===== config.mk =====
export PLATFORM = sky130hd
export DESIGN_NAME = circular_deque_with_delete_by_value
export DESIGN_NICKNAME = d
export VERILOG_FILES = /design/src/sv/cdq_pkg.sv /design/src/sv/cdq_mem.sv /design/src/sv/cdq_ctrl.sv /design/src/sv/circular_deque_with_delete_by_value.sv
export SDC_FILE = /design/constraint.sdc
export NUM_CORES = 1
export LEC_CHECK = 0
export ABC_AREA = 0
export BUFFER_PORTS_ARGS = -buffer_cell sky130_fd_sc_hd__buf_4
export CAP_MARGIN = 10
export CORE_MARGIN = 2
export CORE_UTILIZATION = 39
export CTS_CLUSTER_SIZE = 30
export DETAILED_ROUTE_END_ITERATION = 16
export MAX_ROUTING_LAYER = met4
export SYNTH_ARGS = -nofsm -noshare
export SYNTH_HDL_FRONTEND = slang
export SYNTH_HIERARCHICAL = 1
export SYNTH_SLANG_ARGS = --single-unit
export TNS_END_PERCENT = 100

===== constraint.sdc =====
create_clock -name clk -period 5.1 [get_ports clk]
set_clock_uncertainty 0.1 [all_clocks]
set_input_delay 0 -clock clk [delete_from_list [all_inputs] [get_ports clk]]
set_output_delay 0 -clock clk [all_outputs]
set_load 0.1 [all_outputs]

===== src/sv/cdq_pkg.sv =====
// Shared types and constants for the circular deque block.
package cdq_pkg;

    localparam int DEPTH_DEF = 16;
    localparam int VALUE_W   = 32;
    localparam int COUNT_W   = 5;

    typedef enum logic [2:0] {
        OP_PUSH_FRONT = 3'd0,
        OP_PUSH_BACK  = 3'd1,
        OP_POP_FRONT  = 3'd2,
        OP_POP_BACK   = 3'd3,
        OP_DELETE     = 3'd4,
        OP_DUMP       = 3'd5
    } cdq_op_t;

    typedef enum logic [1:0] {
        ST_OK        = 2'd0,
        ST_EMPTY     = 2'd1,
        ST_NOT_FOUND = 2'd2,
        ST_FULL      = 2'd3
    } cdq_status_t;

    typedef struct packed {
        cdq_op_t                    operation;
        logic signed [VALUE_W-1:0]  element_value;
    } cdq_req_t;

    typedef struct packed {
        cdq_status_t                status;
        logic signed [VALUE_W-1:0]  out_value;
        logic [COUNT_W-1:0]         out_count;
        logic                       last_result;
    } cdq_rsp_t;

endpackage


===== src/sv/cdq_mem.sv =====
// Element store: one write port, one read port with registered read data.
module cdq_mem #(
    parameter int DEPTH = cdq_pkg::DEPTH_DEF
) (
    input  logic                            clk,
    input  logic                            we,
    input  logic [$clog2(DEPTH)-1:0]        waddr,
    input  logic [cdq_pkg::VALUE_W-1:0]     wdata,
    input  logic [$clog2(DEPTH)-1:0]        raddr,
    output logic [cdq_pkg::VALUE_W-1:0]     rdata
);
    import cdq_pkg::*;

    logic [VALUE_W-1:0] mem [DEPTH];
    logic [VALUE_W-1:0] rdata_reg;

    always_ff @(posedge clk)
    begin
        if (we)
        begin
            mem[waddr] <= wdata;
        end
    end

    always_ff @(posedge clk)
    begin
        rdata_reg <= mem[raddr];
    end

    assign rdata = rdata_reg;

endmodule


===== src/sv/cdq_ctrl.sv =====
// Request sequencer: ring pointers, read-modify-write walk and result register.
module cdq_ctrl #(
    parameter int DEPTH = cdq_pkg::DEPTH_DEF
) (
    input  logic                            clk,
    input  logic                            rst_n,
    input  logic                            start,
    output logic                            busy,
    input  cdq_pkg::cdq_req_t               request,
    output logic                            done,
    output cdq_pkg::cdq_rsp_t               result,
    output logic                            mem_we,
    output logic [$clog2(DEPTH)-1:0]        mem_waddr,
    output logic [cdq_pkg::VALUE_W-1:0]     mem_wdata,
    output logic [$clog2(DEPTH)-1:0]        mem_raddr,
    input  logic [cdq_pkg::VALUE_W-1:0]     mem_rdata
);
    import cdq_pkg::*;

    localparam int AW = $clog2(DEPTH);
    localparam int CW = $clog2(DEPTH + 1);
    localparam logic [CW:0]   DEPTH_X  = (CW+1)'(DEPTH);
    localparam logic [CW-1:0] FULL_CNT = CW'(DEPTH);
    localparam logic [AW-1:0] LAST_IDX = AW'(DEPTH - 1);

    typedef enum logic [1:0] {
        S_IDLE,
        S_POP,
        S_WALK
    } state_t;

    state_t             state_reg, state_next;
    logic [AW-1:0]      front_reg, front_next;
    logic [CW-1:0]      count_reg, count_next;
    logic               vld_reg, vld_next;
    logic               found_reg, found_next;
    logic               done_reg, done_next;
    cdq_rsp_t           rsp_reg, rsp_next;
    cdq_op_t            op_reg, op_next;
    logic [VALUE_W-1:0] val_reg, val_next;
    logic [VALUE_W-1:0] got_reg, got_next;
    logic [CW-1:0]      rd_off_reg, rd_off_next;
    logic [CW-1:0]      doff_reg, doff_next;

    logic               is_full;
    logic               is_empty;
    logic               walk_last;
    logic [AW-1:0]      front_dec;
    logic [AW-1:0]      front_inc;

    function automatic logic [AW-1:0] ring_pos(input logic [AW-1:0] base,
                                               input logic [CW-1:0] off);
        logic [CW:0] sum;
        sum = (CW+1)'(base) + (CW+1)'(off);
        if (sum >= DEPTH_X)
        begin
            sum = sum - DEPTH_X;
        end
        return sum[AW-1:0];
    endfunction

    function automatic cdq_rsp_t make_rsp(input cdq_status_t st,
                                          input logic [VALUE_W-1:0] value,
                                          input logic last);
        cdq_rsp_t r;
        r.status      = st;
        r.out_value   = value;
        r.out_count   = '0;
        r.last_result = last;
        return r;
    endfunction

    assign is_full   = (count_reg == FULL_CNT);
    assign is_empty  = (count_reg == '0);
    assign walk_last = (CW'(doff_reg + CW'(1)) == count_reg);
    assign front_dec = (front_reg == '0) ? LAST_IDX : front_reg - AW'(1);
    assign front_inc = (front_reg == LAST_IDX) ? '0 : front_reg + AW'(1);

    always_comb
    begin
        state_next  = state_reg;
        front_next  = front_reg;
        count_next  = count_reg;
        vld_next    = 1'b0;
        found_next  = found_reg;
        done_next   = 1'b0;
        rsp_next    = rsp_reg;
        op_next     = op_reg;
        val_next    = val_reg;
        got_next    = got_reg;
        rd_off_next = rd_off_reg;
        doff_next   = doff_reg;
        mem_we      = 1'b0;
        mem_waddr   = front_reg;
        mem_wdata   = request.element_value;
        mem_raddr   = front_reg;

        case (state_reg)
            S_IDLE:
            begin
                if (start)
                begin
                    op_next    = request.operation;
                    val_next   = request.element_value;
                    found_next = 1'b0;
                    case (request.operation)
                        OP_PUSH_FRONT, OP_PUSH_BACK:
                        begin
                            done_next = 1'b1;
                            if (is_full)
                            begin
                                rsp_next = make_rsp(ST_FULL, '0, 1'b1);
                            end
                            else
                            begin
                                mem_we     = 1'b1;
                                count_next = count_reg + CW'(1);
                                rsp_next   = make_rsp(ST_OK, '0, 1'b1);
                                if (request.operation == OP_PUSH_FRONT)
                                begin
                                    mem_waddr  = front_dec;
                                    front_next = front_dec;
                                end
                                else
                                begin
                                    mem_waddr = ring_pos(front_reg, count_reg);
                                end
                            end
                        end
                        OP_POP_FRONT, OP_POP_BACK:
                        begin
                            if (is_empty)
                            begin
                                done_next = 1'b1;
                                rsp_next  = make_rsp(ST_EMPTY, '0, 1'b1);
                            end
                            else
                            begin
                                if (request.operation == OP_POP_BACK)
                                begin
                                    mem_raddr = ring_pos(front_reg, count_reg - CW'(1));
                                end
                                state_next = S_POP;
                            end
                        end
                        OP_DELETE, OP_DUMP:
                        begin
                            if (is_empty)
                            begin
                                done_next = 1'b1;
                                rsp_next  = make_rsp(ST_EMPTY, '0, 1'b1);
                            end
                            else
                            begin
                                // issue the read of the front element now
                                vld_next    = 1'b1;
                                doff_next   = '0;
                                rd_off_next = CW'(1);
                                state_next  = S_WALK;
                            end
                        end
                        default:
                        begin
                            done_next = 1'b1;
                            rsp_next  = make_rsp(ST_OK, '0, 1'b1);
                        end
                    endcase
                end
            end
            S_POP:
            begin
                done_next  = 1'b1;
                rsp_next   = make_rsp(ST_OK, mem_rdata, 1'b1);
                count_next = count_reg - CW'(1);
                if (op_reg == OP_POP_FRONT)
                begin
                    front_next = front_inc;
                end
                state_next = S_IDLE;
            end
            S_WALK:
            begin
                // keep one read in flight ahead of the element being handled
                if (rd_off_reg < count_reg)
                begin
                    mem_raddr   = ring_pos(front_reg, rd_off_reg);
                    vld_next    = 1'b1;
                    doff_next   = rd_off_reg;
                    rd_off_next = rd_off_reg + CW'(1);
                end
                if (vld_reg)
                begin
                    if (op_reg == OP_DUMP)
                    begin
                        done_next = 1'b1;
                        rsp_next  = make_rsp(ST_OK, mem_rdata, walk_last);
                        if (walk_last)
                        begin
                            state_next = S_IDLE;
                        end
                    end
                    else if (found_reg)
                    begin
                        // shift toward the front; writes trail the reads
                        mem_we    = 1'b1;
                        mem_waddr = ring_pos(front_reg, doff_reg - CW'(1));
                        mem_wdata = mem_rdata;
                        if (walk_last)
                        begin
                            count_next = count_reg - CW'(1);
                            done_next  = 1'b1;
                            rsp_next   = make_rsp(ST_OK, got_reg, 1'b1);
                            state_next = S_IDLE;
                        end
                    end
                    else if (mem_rdata == val_reg)
                    begin
                        found_next = 1'b1;
                        got_next   = mem_rdata;
                        if (walk_last)
                        begin
                            count_next = count_reg - CW'(1);
                            done_next  = 1'b1;
                            rsp_next   = make_rsp(ST_OK, mem_rdata, 1'b1);
                            state_next = S_IDLE;
                        end
                    end
                    else if (walk_last)
                    begin
                        done_next  = 1'b1;
                        rsp_next   = make_rsp(ST_NOT_FOUND, '0, 1'b1);
                        state_next = S_IDLE;
                    end
                end
            end
            default:
            begin
                state_next = S_IDLE;
            end
        endcase

        if (done_next)
        begin
            rsp_next.out_count = COUNT_W'(count_next);
        end
    end

    always_ff @(posedge clk or negedge rst_n)
    begin
        if (!rst_n)
        begin
            state_reg <= S_IDLE;
            front_reg <= '0;
            count_reg <= '0;
            vld_reg   <= 1'b0;
            found_reg <= 1'b0;
            done_reg  <= 1'b0;
            rsp_reg   <= '0;
        end
        else
        begin
            state_reg <= state_next;
            front_reg <= front_next;
            count_reg <= count_next;
            vld_reg   <= vld_next;
            found_reg <= found_next;
            done_reg  <= done_next;
            rsp_reg   <= rsp_next;
        end
    end

    always_ff @(posedge clk)
    begin
        op_reg     <= op_next;
        val_reg    <= val_next;
        got_reg    <= got_next;
        rd_off_reg <= rd_off_next;
        doff_reg   <= doff_next;
    end

    assign busy   = (state_reg != S_IDLE);
    assign done   = done_reg;
    assign result = rsp_reg;

endmodule


===== src/sv/circular_deque_with_delete_by_value.sv =====
// Top level of the bounded double-ended queue with delete by value.
//
// A request is taken at a rising edge with start high and busy low. Its
// results appear one per cycle on result, each marked by done for exactly
// one cycle, and cannot be held off. Pushes, unused operation codes and any
// request that fails as full or empty answer in the next cycle and leave
// busy low, so requests of that kind may follow every cycle. Pops wait in
// S_POP for the registered read data of the element store. Delete by value
// and dump walk the held elements through the single read port, one element
// a cycle; a dump streams its count results on consecutive cycles, count
// being the number of elements held, the final one with last_result set.
// Delete closes the gap by writing each later element one slot toward the
// front while the walk reads ahead. No clearing pass runs after reset: only
// data read from held slots is ever used.
module circular_deque_with_delete_by_value #(
    parameter int DEPTH = cdq_pkg::DEPTH_DEF
) (
    input  logic                    clk,
    input  logic                    rst_n,
    input  logic                    start,
    output logic                    busy,
    input  cdq_pkg::cdq_req_t       request,
    output logic                    done,
    output cdq_pkg::cdq_rsp_t       result
);
    import cdq_pkg::*;

    localparam int AW = $clog2(DEPTH);

    // store port between sequencer and memory
    logic               mem_we;
    logic [AW-1:0]      mem_waddr;
    logic [VALUE_W-1:0] mem_wdata;
    logic [AW-1:0]      mem_raddr;
    logic [VALUE_W-1:0] mem_rdata;

    // Sequence requests, hold ring pointers, register results.
    cdq_ctrl #(
        .DEPTH (DEPTH)
    ) u_ctrl (
        .clk       (clk),
        .rst_n     (rst_n),
        .start     (start),
        .busy      (busy),
        .request   (request),
        .done      (done),
        .result    (result),
        .mem_we    (mem_we),
        .mem_waddr (mem_waddr),
        .mem_wdata (mem_wdata),
        .mem_raddr (mem_raddr),
        .mem_rdata (mem_rdata)
    );

    // Hold the elements.
    cdq_mem #(
        .DEPTH (DEPTH)
    ) u_mem (
        .clk   (clk),
        .we    (mem_we),
        .waddr (mem_waddr),
        .wdata (mem_wdata),
        .raddr (mem_raddr),
        .rdata (mem_rdata)
    );

    // An accepted request either answers next cycle or holds busy.
    a_accept_progress: assert property (@(posedge clk) disable iff (!rst_n)
        (start && !busy) |=> (done || busy))
        else $error("accepted request neither answered nor went busy");

    // Dump results stream without gaps until the final one.
    a_dump_stream: assert property (@(posedge clk) disable iff (!rst_n)
        (done && !result.last_result) |=> done)
        else $error("gap inside a result stream");

    // The final result of a request frees the block.
    a_last_frees: assert property (@(posedge clk) disable iff (!rst_n)
        (done && result.last_result) |-> !busy)
        else $error("busy after final result");

    // Error statuses always come as a single result.
    a_error_single: assert property (@(posedge clk) disable iff (!rst_n)
        (done && result.status != ST_OK) |-> result.last_result)
        else $error("error result not marked final");

endmodule


==> results.txt, run 1 <==
The run finished with clean final reports. VDD sags by at most 0.432 mV. The logs give 71,500 µm² for the total die area and 69 for the unique cell type count in the Yosys netlist.

The largest fanout on the critical path works out to 18. The wire-length estimate of the detail-placed layout is 40,900 µm. The synthesized design devotes to its leading area cell type 65.4% of total area. The commonest cells after synthesis are sky130_fd_sc_hd__edfxtp_1, sky130_fd_sc_hd__mux4_2, sky130_fd_sc_hd__a22oi_1, sky130_fd_sc_hd__nand2_1, sky130_fd_sc_hd__dfrtp_1.

Of the available clock period, the critical path in the final layout requires 87.6%. The length of the first detailed-routing pass in iterations was 7; the sink count of the clock tree was 675. TritonCTS built the clock tree. The tools report the number of global-route vias before repair as 15,098. The run gives 0 as the final hold violation count. Once layout is complete, the utilization of the core stands at 46.8%. The final period demand of the worst path is 4470 ps. The standard cell core area came out at 68,700 µm².

Headroom to the max-slew limit came out at 26.9%. Data arrives at the worst endpoint at 4670 ps. For the pin with the worst max-slew slack, the measured transition is 1090 ps. For this configuration, the core starts out at a cell density of 39.4%. Synthesis-to-layout area growth: 18.9%. The run gives 34.5% as the sequential fraction of design power. The biggest cell delay along the critical path was 660 ps.

The most frequently used flop master after synthesis was sky130_fd_sc_hd__edfxtp_1. The run gives 13.2 mW as the cell-internal power. At the end of the flow, the number of nets in the layout was 1,710.

Power comes to 20.7 mW. The register with the most flip-flops in the layout has 512 of them. Library cell with the highest instance count after synthesis: sky130_fd_sc_hd__edfxtp_1. After clock tree synthesis, the clock-pin slew on the worst setup and hold paths is 70 ps. Post-place setup slack: 689 ps. The register containing the most flip-flops in the final layout was u_mem/mem. The largest net degree at the start of global routing was 40; the top-level I/O count was 80. After detailed routing, the total wire length is 68,500 µm. The class of the most critical setup path was flip-flop to flip-flop. The worst path meets setup with 632 ps of slack. The post-synthesis async set-or-reset flop share is 8.00%, and the total setup violations reported at the end of the flow is 0.

The count of cells in the finished layout, fillers not included, comes to 2,625. Summed over all failing endpoints, the final setup total negative slack is 0 ps. The cell with the largest stage delay on the worst path is sky130_fd_sc_hd__nor2_4.

Walking the worst path, the cells encountered are inv_1, ha_1, nor4bb_1, nor2_1, nor2_1, a211o_1, nand2_1, o221ai_1, nand2b_1, nor2_4, buf_12. The element type at the critical path end is a flip-flop. The remaining antenna violation count was 0; the cell count after synthesis was 1,449. Gates resized during post-CTS repair numbered 0. The tool flagged a number of max-cap violations equal to 0. The analysis attributes to cell leakage a power of 11.3 nW.

The share of layout cells above drive strength 1 was 25.7%. The first global-routing pass estimated 101,000 µm of wire. The die is 267 µm wide.

The congestion estimate from routability-driven global placement came to 0.876. The class of the tightest hold or removal check was input port to flip-flop. Including well taps, the total number of placed cells is 2,439. In this run, synthesis inferred 589 flip-flops with an integrated enable. For the synthesized net count, the log shows 1,524. The share of the Yosys chip area taken by registers is 72.7%.

The tools report the netlist area before placement as 27,100 µm². Buffers inserted during clock tree synthesis total 72. The share of total power dissipated in the clock network is 25.9%. In this run the power spent charging and discharging nets is 7.48 mW.

Port buffering added 79 buffers. The synthesized area divided by synthesized cell count works out to 18.7 µm². The floorplan has 96 rows. The run gives 224 MHz as the maximum clock frequency. The number of antenna violations at the first check in global routing is 1.

Setup repair after global routing left no endpoint under its margin. Across all layers, the routed design uses 14,677 vias. For this design the ratio of total power to cell area is 642 nW/µm². In the routed design, unresolved DRC markers number 0. The overall die height was 267 µm. After detailed routing, the average wire length per cell comes to 26.1 µm.

In this run, the number of DRC markers left after iteration 0 of detailed routing was 1,527. The run gives 6 as the synthesis warning total. The net switching fraction of the power works out to 36.2%. The average via count per standard cell works out to 5.59.

For this run the aggregate overflow at the end of global routing stands at 0. The clock reaches the later pin of the worst-skew pair after 620 ps. The combinational group share of total power came out at 39.7%. Cell accounting for the most synthesized area: sky130_fd_sc_hd__edfxtp_1.

The tools report the max-slew violation total from the final report as 0. The number of H-tree levels is 3. For the number of antenna cells inserted, the log shows 0. The root buffer cell chosen for the clock tree is sky130_fd_sc_hd__clkbuf_16.

The most numerous cell type found on the critical path is sky130_fd_sc_hd__nor2_1. STA puts the critical path data required time at 5310 ps. The synthesized design contains 675 register bits.

Total track usage: 20.1%. Kind of start point of the critical path: a flip-flop. Sorting the synthesized cells by area gives the leading types as sky130_fd_sc_hd__edfxtp_1, sky130_fd_sc_hd__mux4_2, sky130_fd_sc_hd__dfrtp_1. The longest clock path from root to sink contains 3 buffers.
layer usage:
layer / share of wire (%) / wire length [µm] / up-vias / track usage [%]
li1: - / - / 6253 / -
met1: 44 / 29900 / 7780 / 27.8
met2: 47 / 32200 / 564 / 30.6
met3: 7.5 / 5140 / 80 / 3.73
met4: 1.9 / 1330 / 0 / 5.57
met5: 0 / 0 / - / -
per-stage QoR:
stage,hold slack [ps],cell area (µm²)
after floorplan,-396,27100
after global placement,88.6,29200
after detailed placement,87.5,29200
after CTS,4.22,32200
after global routing,22.5,32200
final,30.2,32200
path summary, 6_finish.rpt:
| check | from | end | slack, ps | cells after the start |
|---|---|---|---|---|
| min in group asynchronous | rst_n | u_ctrl/found_reg$_DFFE_PN0P_ | 460 | 3 |
| hold / removal | request[28] | u_ctrl/val_reg[28]$_DFFE_PP_ | 30 | 2 |
| hold reg to reg | u_ctrl/result[38]$_DFFE_PN0P_ | u_ctrl/result[38]$_DFFE_PN0P_ | 390 | 2 |
| setup / recovery | u_ctrl/count_reg[0]$_DFF_PN0_ | u_mem/mem[2][5]$_DFFE_PP_ | 630 | 11 |
| setup reg to reg | u_ctrl/count_reg[0]$_DFF_PN0_ | u_mem/mem[2][5]$_DFFE_PP_ | 630 | 11 |
| max in group asynchronous | rst_n | u_ctrl/result[27]$_DFFE_PN0P_ | 3860 | 4 |
worst max-delay path: cells and delay by family (launching register included):
kind / cells / cell delay (ps)
and+or+nand+nor: 6 / 2210
DFF: 1 / 500
buffers and inverters: 2 / 460
AOI/OAI and AO/OA: 2 / 500
adders and majority gates: 1 / 360
repair_timing:
| action | CTS | global route |
|---|---|---|
| endpoints found under the hold margin | 610 | 0 |
| setup buffers | 0 | 0 |
| hold buffers | 53 | 0 |
| endpoints found under the setup margin | 0 | 0 |
placed cells by master (no fill, tap or decap), types with 4 or more instances in the layout:
cell	Yosys	layout
sky130_fd_sc_hd__clkbuf_8	0	11
sky130_fd_sc_hd__buf_4	11	116
sky130_fd_sc_hd__nor3_1	12	7
sky130_fd_sc_hd__clkinv_2	0	12
sky130_fd_sc_hd__nor4_1	8	8
sky130_fd_sc_hd__mux2i_1	4	4
sky130_fd_sc_hd__dfrtp_1	54	54
sky130_fd_sc_hd__a21o_1	41	41
sky130_fd_sc_hd__a21oi_1	30	30
sky130_fd_sc_hd__nor3_2	1	4
sky130_fd_sc_hd__nand3_1	13	12
sky130_fd_sc_hd__clkbuf_16	0	74
sky130_fd_sc_hd__o221ai_1	6	5
sky130_fd_sc_hd__o211ai_1	6	6
sky130_fd_sc_hd__and2_1	9	8
sky130_fd_sc_hd__nand4_1	7	7
sky130_fd_sc_hd__a22o_1	36	36
sky130_fd_sc_hd__dfxtp_1	32	32
sky130_fd_sc_hd__clkinv_1	1	9
sky130_fd_sc_hd__nand2_1	60	60
sky130_fd_sc_hd__ha_1	33	33
sky130_fd_sc_hd__clkbuf_1	31	13
sky130_fd_sc_hd__nor2_1	34	21
sky130_fd_sc_hd__dlygate4sd3_1	0	52
sky130_fd_sc_hd__mux4_2	128	128
sky130_fd_sc_hd__o21ai_0	25	24
sky130_fd_sc_hd__xnor2_1	15	15
sky130_fd_sc_hd__xor2_1	42	42
sky130_fd_sc_hd__a22oi_1	69	69
sky130_fd_sc_hd__inv_1	29	28
sky130_fd_sc_hd__mux2_2	32	32
sky130_fd_sc_hd__buf_12	0	13
sky130_fd_sc_hd__edfxtp_1	589	589
sky130_fd_sc_hd__bufinv_16	0	7
sky130_fd_sc_hd__nand2b_1	4	4
sky130_fd_sc_hd__nor2_4	0	13
sky130_fd_sc_hd__fa_1	4	4
sky130_fd_sc_hd__a31oi_1	4	4
cells by family after synthesis:
group	after synthesis	synth area share, %
simple gates	169	3.08
mux	164	12.1
compound gates	247	6.68
fa+ha+maj	37	1.82
flops	675	72.7
buf+inv	100	1.74
xor+xnor	57	1.84
power by group through the flow:
stage	Clock, mW	Sequential (mW)	Combinational (mW)
floorplan	0	7.55	5.34
global placement	0	7.22	8.14
detailed placement	0	7.24	8.20
CTS	5.45	7.13	8.26
global route	5.67	7.19	8.77
finish	5.34	7.12	8.20
layout make-up:
cell class	count	area [µm²]
well taps	931	1160
multi-input cells	674	7110
clock buffers	98	2050
inverters	31	116
clock inverters	35	400
flip-flops and latches	675	19700
fillers	5840	36500
repair buffers	181	1650
Note: power is estimated with default switching activity, not from simulation.
==> run 2, diff against run 1 <==
--- a/config.mk
+++ b/config.mk
@@ -6,12 +6,12 @@
 export NUM_CORES = 1
 export LEC_CHECK = 0
 export ABC_AREA = 0
-export BUFFER_PORTS_ARGS = -buffer_cell sky130_fd_sc_hd__buf_4
 export CAP_MARGIN = 10
 export CORE_MARGIN = 2
 export CORE_UTILIZATION = 39
 export CTS_CLUSTER_SIZE = 30
 export DETAILED_ROUTE_END_ITERATION = 16
+export DONT_BUFFER_PORTS = 1
 export MAX_ROUTING_LAYER = met4
 export SYNTH_ARGS = -nofsm -noshare
 export SYNTH_HDL_FRONTEND = slang
==> run 2 against run 1 <==
Compared with the run above:
- utilization decreased by 0.72 points
- flip-flop and latch count unchanged
- clock power decreased by 3%
- sequential share of layout area increased by 0.96 points
- global-route usage decreased by 0.27 points
- design area decreased by 1.5%
- die area unchanged
- critical endpoint is now u_mem/mem[13][6]$_DFFE_PP_
- largest cell class unchanged
- largest power group is now registers
==> results.txt, run 2 (same netlist as run 1, synthesis figures left out) <==
Data arrives at the worst endpoint at 4650 ps. The H-tree was split into 3 levels. The tools report the sequential standard cell area as 19,700 µm².

TritonCTS built the clock tree. For the pin with the worst max-slew slack, the measured transition is 1180 ps. The count of buffers from port buffering was 0. Cells with a size suffix above 1 make up 21.6% of the layout. The number of global-route vias before repair was 14,780. The detailed router's first-iteration violation count came out at 1,529. For this run, the post-layout net count is 1,648.

The element type at the critical path end was a flip-flop. The post-place setup slack is 792 ps, and the total number of placement rows is 96. The max-slew violation total from the final report was 0; the remaining routing DRC violations was 0. Clock tree synthesis selected as its root buffer the cell sky130_fd_sc_hd__clkbuf_16. The class of the most critical setup path was flip-flop to flip-flop. Based on the critical path, the design can be clocked at up to 225 MHz. The number of antenna violations at the first check in global routing was 2; the final global-route overflow total was 0. The number of clock buffers added by TritonCTS is 71.

The final estimated routing congestion in global placement was 0.875; the count of hold-fix buffers inserted at cts was 68. From synthesis to final layout, the design area changed by 17.0%. Post-CTS timing repair inserted 0 buffers for setup.

The number of flip-flops under the largest register name works out to 512. The proportion of power drawn by the clock network was 25.4%; the average via count per standard cell was 5.64. The setup check on the worst reg-to-reg path leaves a slack of 650 ps. The top-level I/O count was 80. The design draws 20.3 mW. The class of the tightest hold or removal check is input port to flip-flop. In this run the critical register-to-register path is captured at u_mem/mem[13][6]$_DFFE_PP_. The logs give 0.580 mV for the worst supply voltage drop on vdd and 68,700 µm² for the standard cell core area. Final period demand of the worst path: 4450 ps. Cell internal power was estimated by the tool at 12.9 mW.

The count of instances resized after the clock tree is built came out at 0. The library cells used most frequently in the layout, excluding fill and tap cells, are sky130_fd_sc_hd__edfxtp_1, sky130_fd_sc_hd__mux4_2, sky130_fd_sc_hd__clkbuf_16, sky130_fd_sc_hd__a22oi_1, sky130_fd_sc_hd__dlygate4sd3_1. Worst hold path stage count: 1.

The hold path startpoint is request[3]. The net switching fraction of the power works out to 36.5%. The latest clock arrival within the worst-skew pair is 620 ps.

After detailed routing, the average wire length per cell comes to 26.2 µm. The count of nets left with antenna violations once routing finished came out at 0. The leakage dissipation came out at 10.9 nW. The register with the most flip-flops in the final layout is u_mem/mem. The power density normalized to cell area came out at 642 nW/µm². For the final routed database, the setup TNS stands at 0 ps. Of the available clock period, the critical path in the final layout requires 87.2%. The HPWL after detailed placement is 39,600 µm. The depth of the worst register-to-register path came out at 11.

The largest fanout on the critical path was 18; the sequential fraction of design power was 37.7%. Clock tree synthesis found a total of 675 sinks. The final worst-path setup slack was 654 ps; the maximum number of buffers from clock root to sink was 3. The logs give 39.4% for the initial standard-cell utilization of the core and 7.42 mW for the switching power. After detailed placement, the total cell area comes to 28,600 µm². The first detailed-routing pass took 5 iterations. The finished cells cover 31,700 µm².

Entering global routing, the biggest net connects 55 pins. The floorplan step set the die width to 267 µm. For the area taken by multi-input logic gates, the log shows 7110 µm².

Across every metal layer, demand over resource in global routing totals 19.8%. The detailed router placed 14,473 vias in this run. The layout has 5,853 filler cells.

The worst setup path is launched from a flip-flop. Combinational logic is responsible for 37.0% of the overall power. The first global-routing pass estimated 99,900 µm of wire.

The worst register-to-register path begins at u_ctrl/count_reg[0]$_DFF_PN0_. The final hold violation count was 0; the number of max-cap violations was 0. The worst hold path terminates at u_ctrl/val_reg[3]$_DFFE_PP_. Wires add up to 67,100 µm. At the worst endpoint, the required time is 5300 ps. The die is 267 µm tall. The library cell used most frequently in the layout, excluding fill and tap cells, is sky130_fd_sc_hd__edfxtp_1. Setup repair after global routing left no endpoint under its margin. The die covers 71,500 µm². Setup violations remaining at the end of the flow were counted as 0. Clock-pin slew was measured on the worst setup and hold paths at 60 ps. The run finished with clean final reports. The run gives 20.9% as the tightest slew margin relative to the limit.
==> run 2: cell count changes in the layout (fill, tap and decap cells not counted), moves of 3 or more <==
cell and delta:
sky130_fd_sc_hd__clkbuf_1 +7, sky130_fd_sc_hd__clkbuf_8 -3, sky130_fd_sc_hd__dlygate4sd3_1 +14, sky130_fd_sc_hd__buf_4 -76
==> run 2: how the worst max path moves through the flow <==
stage / startpoint / endpoint / slack, ps / cells past startpoint
finish: u_ctrl/count_reg[0]$_DFF_PN0_ / u_mem/mem[13][6]$_DFFE_PP_ / 650 / 11
global route: u_ctrl/count_reg[0]$_DFF_PN0_ / u_mem/mem[14][7]$_DFFE_PP_ / 300 / 11
CTS: u_ctrl/count_reg[0]$_DFF_PN0_ / u_mem/mem[13][6]$_DFFE_PP_ / 760 / 11
detailed placement: u_ctrl/count_reg[0]$_DFF_PN0_ / u_mem/mem[13][6]$_DFFE_PP_ / 790 / 11
global placement: u_ctrl/doff_reg[0]$_SDFFCE_PN0P_ / u_mem/mem[14][6]$_DFFE_PP_ / 840 / 14
floorplan: u_ctrl/state_reg[0]$_DFFE_PN0P_ / u_mem/mem[12][0]$_DFFE_PP_ / 2 / 9
==> run 2: power by group through the flow <==
stage	logic [mW]	registers [mW]	clock network [mW]
final	7.52	7.66	5.17
after CTS	7.60	7.68	5.25
after global placement	7.50	7.78	0
after global routing	8.13	7.74	5.50
after detailed placement	7.49	7.79	0
after floorplan	5.34	7.55	0
==> run 2: metal layers <==
layer | share of wire (%) | track usage (%) | vias to the layer above | wire length, µm
li1 | - | - | 6135 | -
met1 | 43 | 27.0 | 7657 | 28800
met2 | 47 | 30.1 | 572 | 31400
met3 | 7.7 | 4.21 | 109 | 5140
met4 | 2.7 | 6.04 | 0 | 1780
met5 | 0 | - | - | 0
==> run 2: metrics by stage <==
step,hold WS (ps),instances,util (%)
after floorplan,-396,1449,-
after global placement,-390,2363,41.6
after detailed placement,-390,2363,41.6
after CTS,7.30,2562,46.1
after global routing,6.24,2564,46.1
final,22.4,2564,46.1
==> run 2: area by class of cell <==
type,instances,share of cell area [%]
repair buffers,120,3.97
flip-flops and latches,675,62.1
clock inverters,31,1.13
multi-input cells,674,22.4
well taps,931,3.68
diodes,2,0.0158
clock buffers,100,6.27
inverters,31,0.367
==> run 2: critical path, stage by stage (launching register included) <==
cell	delay, ps
sky130_fd_sc_hd__dfrtp_1	490
sky130_fd_sc_hd__inv_1	200
sky130_fd_sc_hd__ha_1	340
sky130_fd_sc_hd__nor4bb_1	590
sky130_fd_sc_hd__nor2_1	200
sky130_fd_sc_hd__nor2_1	200
sky130_fd_sc_hd__a211o_1	200
sky130_fd_sc_hd__nand2_1	70
sky130_fd_sc_hd__o221ai_1	300
sky130_fd_sc_hd__nand2b_1	430
sky130_fd_sc_hd__nor2_4	720
sky130_fd_sc_hd__buf_12	270
==> run 3, diff against run 2 <==
--- a/config.mk
+++ b/config.mk
@@ -5,7 +5,7 @@
 export SDC_FILE = /design/constraint.sdc
 export NUM_CORES = 1
 export LEC_CHECK = 0
-export ABC_AREA = 0
+export ABC_AREA = 1
 export CAP_MARGIN = 10
 export CORE_MARGIN = 2
 export CORE_UTILIZATION = 39
==> run 3 against run 2 <==
Compared with the run above:
- worst hold slack lost 11 ps
- flip-flop and latch count is the same
- synthesized cell count increased by 110%
- setup slack improved by 350 ps
- sequential share of layout area decreased by 4.7 points
- critical endpoint is now u_mem/mem[14][11]$_DFFE_PP_
- utilization shrank 1.8 points
- maximum frequency up 8.7%
- clock power down 5.4%
- final cell count rose by 61%
==> results.txt, run 3 <==
At the worst endpoint, the arrival time is 4220 ps. The final routed wirelength across all metal layers is 75,700 µm, and the global-route wire length before repair is 116,000 µm. Remaining routing DRC violations: 0. The maximum clock frequency was 244 MHz. The worst setup path is captured at a flip-flop. The latest clock arrival within the worst-skew pair is 620 ps, and the sink count of the clock tree is 675. The clock passes through at most 3 buffers.

The run finished with clean final reports. The transition time at the pin with the least slew margin was 1090 ps. The tightest slew margin relative to the limit was 27.6%; the final estimated routing congestion in global placement was 0.904.

The tools report the number of placed instances, taps included as 3,947. Share of layout cells above drive strength 1: 5.95%. Sorting the synthesized cells by area gives the leading types as sky130_fd_sc_hd__edfxtp_1, sky130_fd_sc_hd__nand2_1, sky130_fd_sc_hd__nand3_1. The detailed router finished its first iteration with 1,597 violations.

The power density normalized to cell area works out to 674 nW/µm². The average via count per standard cell is 4.90, and the largest fanout on the critical path is 32. Netlist area before placement: 30,400 µm². Each instance of the synthesized netlist takes up on average 10.1 µm². In this run the count of I/O pins placed on the die edge is 80. The ratio of final minimum period to clock period was 80.2%; the number of nets in the layout was 3,113. The count of buffers from port buffering was 0. The overall die height works out to 283 µm. By count the netlist is led by sky130_fd_sc_hd__nand2_1, sky130_fd_sc_hd__edfxtp_1, sky130_fd_sc_hd__inv_1, sky130_fd_sc_hd__nand3_1, sky130_fd_sc_hd__o21ai_0.

The H-tree was split into 3 levels. Leaving out fill and tap cells, the most frequent cells in the layout are sky130_fd_sc_hd__nand2_1, sky130_fd_sc_hd__edfxtp_1, sky130_fd_sc_hd__inv_1, sky130_fd_sc_hd__nand3_1, sky130_fd_sc_hd__o21ai_0. The total setup violations reported at the end of the flow was 0.

Once the clock tree was built, the setup fixing pass inserted 0 buffers. At the worst endpoint, the required time is 5230 ps. The worst setup path is launched from a flip-flop. Area share of the largest cell type after synthesis: 58.2%. The logs give 39.3% for the initial standard-cell utilization of the core and 80,200 µm² for the total die area. The die is 283 µm wide. The tools report the post-synthesis sequential area ratio as 64.7%. After floorplanning, the core was divided into 102 placement rows. Number of global-route vias before repair: 18,966.

The max-slew violation total from the final report came out at 0. The critical path is of the flip-flop to flip-flop type. For the remaining antenna violation count, the log shows 0. The cell at the root of the clock tree is sky130_fd_sc_hd__clkbuf_16.

In this run the critical register-to-register path is launched from u_ctrl/state_reg[0]$_DFFE_PN0P_. The tools report the HPWL after detailed placement as 41,500 µm. Setup repair after global routing left no endpoint under its margin.

The final global-route overflow total was 0; the number of synthesized flops with an enable pin was 589. Yosys printed 6 warnings. The via count came out at 20,279. The hold path startpoint was request[25]. The largest net degree at the start of global routing is 135, and the final period demand of the worst path is 4090 ps. The count of instances resized after the clock tree is built was 0. The tools report the final-layout setup total negative slack as 0 ps. The library cell used most frequently in the layout, excluding fill and tap cells, is sky130_fd_sc_hd__nand2_1. The logs give 5 for the number of antenna violations at the first check in global routing and 48 for the unique cell type count in the Yosys netlist. The length of the first detailed-routing pass in iterations is 5. TritonCTS built the clock tree. The standard cell core area is 77,300 µm². After the flow finishes, the layout carries non-filler instances totaling 4,139. The count of hold-fix buffers inserted at cts was 57; the flip-flop and latch count after synthesis was 675.

Library cell with the highest instance count after synthesis: sky130_fd_sc_hd__nand2_1. Synthesis handed over a netlist of 2,999 instances. The tools report the start point of the critical path as u_ctrl/state_reg[0]$_DFFE_PN0P_. After detailed routing, the average wire length per cell comes to 18.3 µm. After clock tree synthesis, the clock-pin slew on the worst setup and hold paths is 60 ps. The most used flip-flop cell after synthesis is sky130_fd_sc_hd__edfxtp_1.

In the synthesized netlist the async set-or-reset flop fraction comes to 8.00%. The final hold violation count came out at 0. The tightest min-delay check is of the input port to flip-flop type. The clock buffer count from CTS is 71, and the number of flip-flops under the largest register name is 512. The synthesis-to-layout area growth is 12.8%.

More flip-flops sit in one register than any other, and that register is u_mem/mem. When the netlist entered floorplanning its net count stood at 3,074. The number of max-cap violations is 0. For this run, the total global-route usage over all layers was measured as 19.2%. Cell accounting for the most synthesized area: sky130_fd_sc_hd__edfxtp_1. For the leakage dissipation, the log shows 14.3 nW.

The tools report the worst supply voltage drop on vdd as 0.877 mV.
## run 3: cell count changes in the layout (fill, tap and decap cells not counted), sizes merged, moves of 11 or more
cell / previous run / this run
a22oi: 69 / 2
a21o: 41 / 1
xor2: 42 / 14
xnor2: 15 / 31
a21oi: 30 / 16
nand3: 13 / 412
inv: 33 / 455
o21ai: 25 / 130
dlygate4sd3: 66 / 55
mux4: 128 / 0
nor2: 34 / 63
nand2: 60 / 941
mux2: 32 / 0
## run 3: cell type report
| type | count | area [µm²] |
|---|---|---|
| fillers | 7229 | 43100 |
| flip-flops and latches | 675 | 19700 |
| multi-input cells | 1725 | 8300 |
| clock buffers | 104 | 1940 |
| inverters | 457 | 1720 |
| well taps | 1040 | 1300 |
| repair buffers | 108 | 1100 |
| clock inverters | 26 | 233 |
| diodes | 4 | 10.0 |
## run 3: final timing paths
path,endpoint,slack (ps),cells after the start
worst max-delay path,u_mem/mem[14][11]$_DFFE_PP_,1010,9
worst min-delay path,u_mem/mem[3][25]$_DFFE_PP_,10,2
worst max register to register,u_mem/mem[14][11]$_DFFE_PP_,1010,9
worst min register to register,u_ctrl/got_reg[26]$_DFFE_PP_,400,0
max in group asynchronous,u_ctrl/count_reg[2]$_DFF_PN0_,4190,4
min in group asynchronous,u_ctrl/result[19]$_DFFE_PN0P_,470,4
## run 3: metrics by stage
stage          hold WS [ps]  area [µm²]  power [mW]  utilization [%]  setup slack [ps]
6_report               11.8       34300        23.1             44.3              1010
5_1_grt                8.05       34300        24.7             44.3               689
4_1_cts               0.509       34300        23.2             44.3              1050
3_5_place_dp           -395       31500        18.2             40.7              1060
3_3_place_gp           -395       31500        18.2             40.7              1080
2_1_floorplan          -396       30400        15.7                -              1120
## run 3: power breakdown
part	leakage [nW]	total, mW	switching, mW	internal, mW
logic	6.98	9.94	6.86	3.08
clock network	1.05	4.89	2.13	2.76
registers	6.30	8.27	1.65	6.62
total	14.3	23.1	10.6	12.5
## run 3: logic make-up (layout without fill, tap and decap cells)
kind of cell,after synthesis,in the layout,synth area share (%)
AND/OR/NAND/NOR,1438,1438,19.7
flip-flops,675,675,64.7
buffers and inverters,599,695,8.57
AO/OA/AOI/OAI,205,205,4.05
XOR/XNOR,45,45,1.30
adder cells (fa/ha/maj),37,37,1.62
other,0,4,0
## run 3: critical path, stage by stage, from the launching register on
cell	delay, ps
sky130_fd_sc_hd__dfrtp_1	430
sky130_fd_sc_hd__inv_1	100
sky130_fd_sc_hd__ha_1	670
sky130_fd_sc_hd__inv_1	470
sky130_fd_sc_hd__o21ai_0	280
sky130_fd_sc_hd__inv_1	80
sky130_fd_sc_hd__o21ai_0	360
sky130_fd_sc_hd__nand3_1	420
sky130_fd_sc_hd__nor2_4	170
sky130_fd_sc_hd__buf_4	570
## run 3: metal layers
metal / global-route usage (%) / share of wire (%) / up-vias
met5: - / 0 / -
met4: 5.99 / 2.5 / 0
met3: 4.11 / 7.6 / 127
met2: 30.7 / 47 / 638
met1: 24.6 / 42 / 9590
li1: - / - / 9924
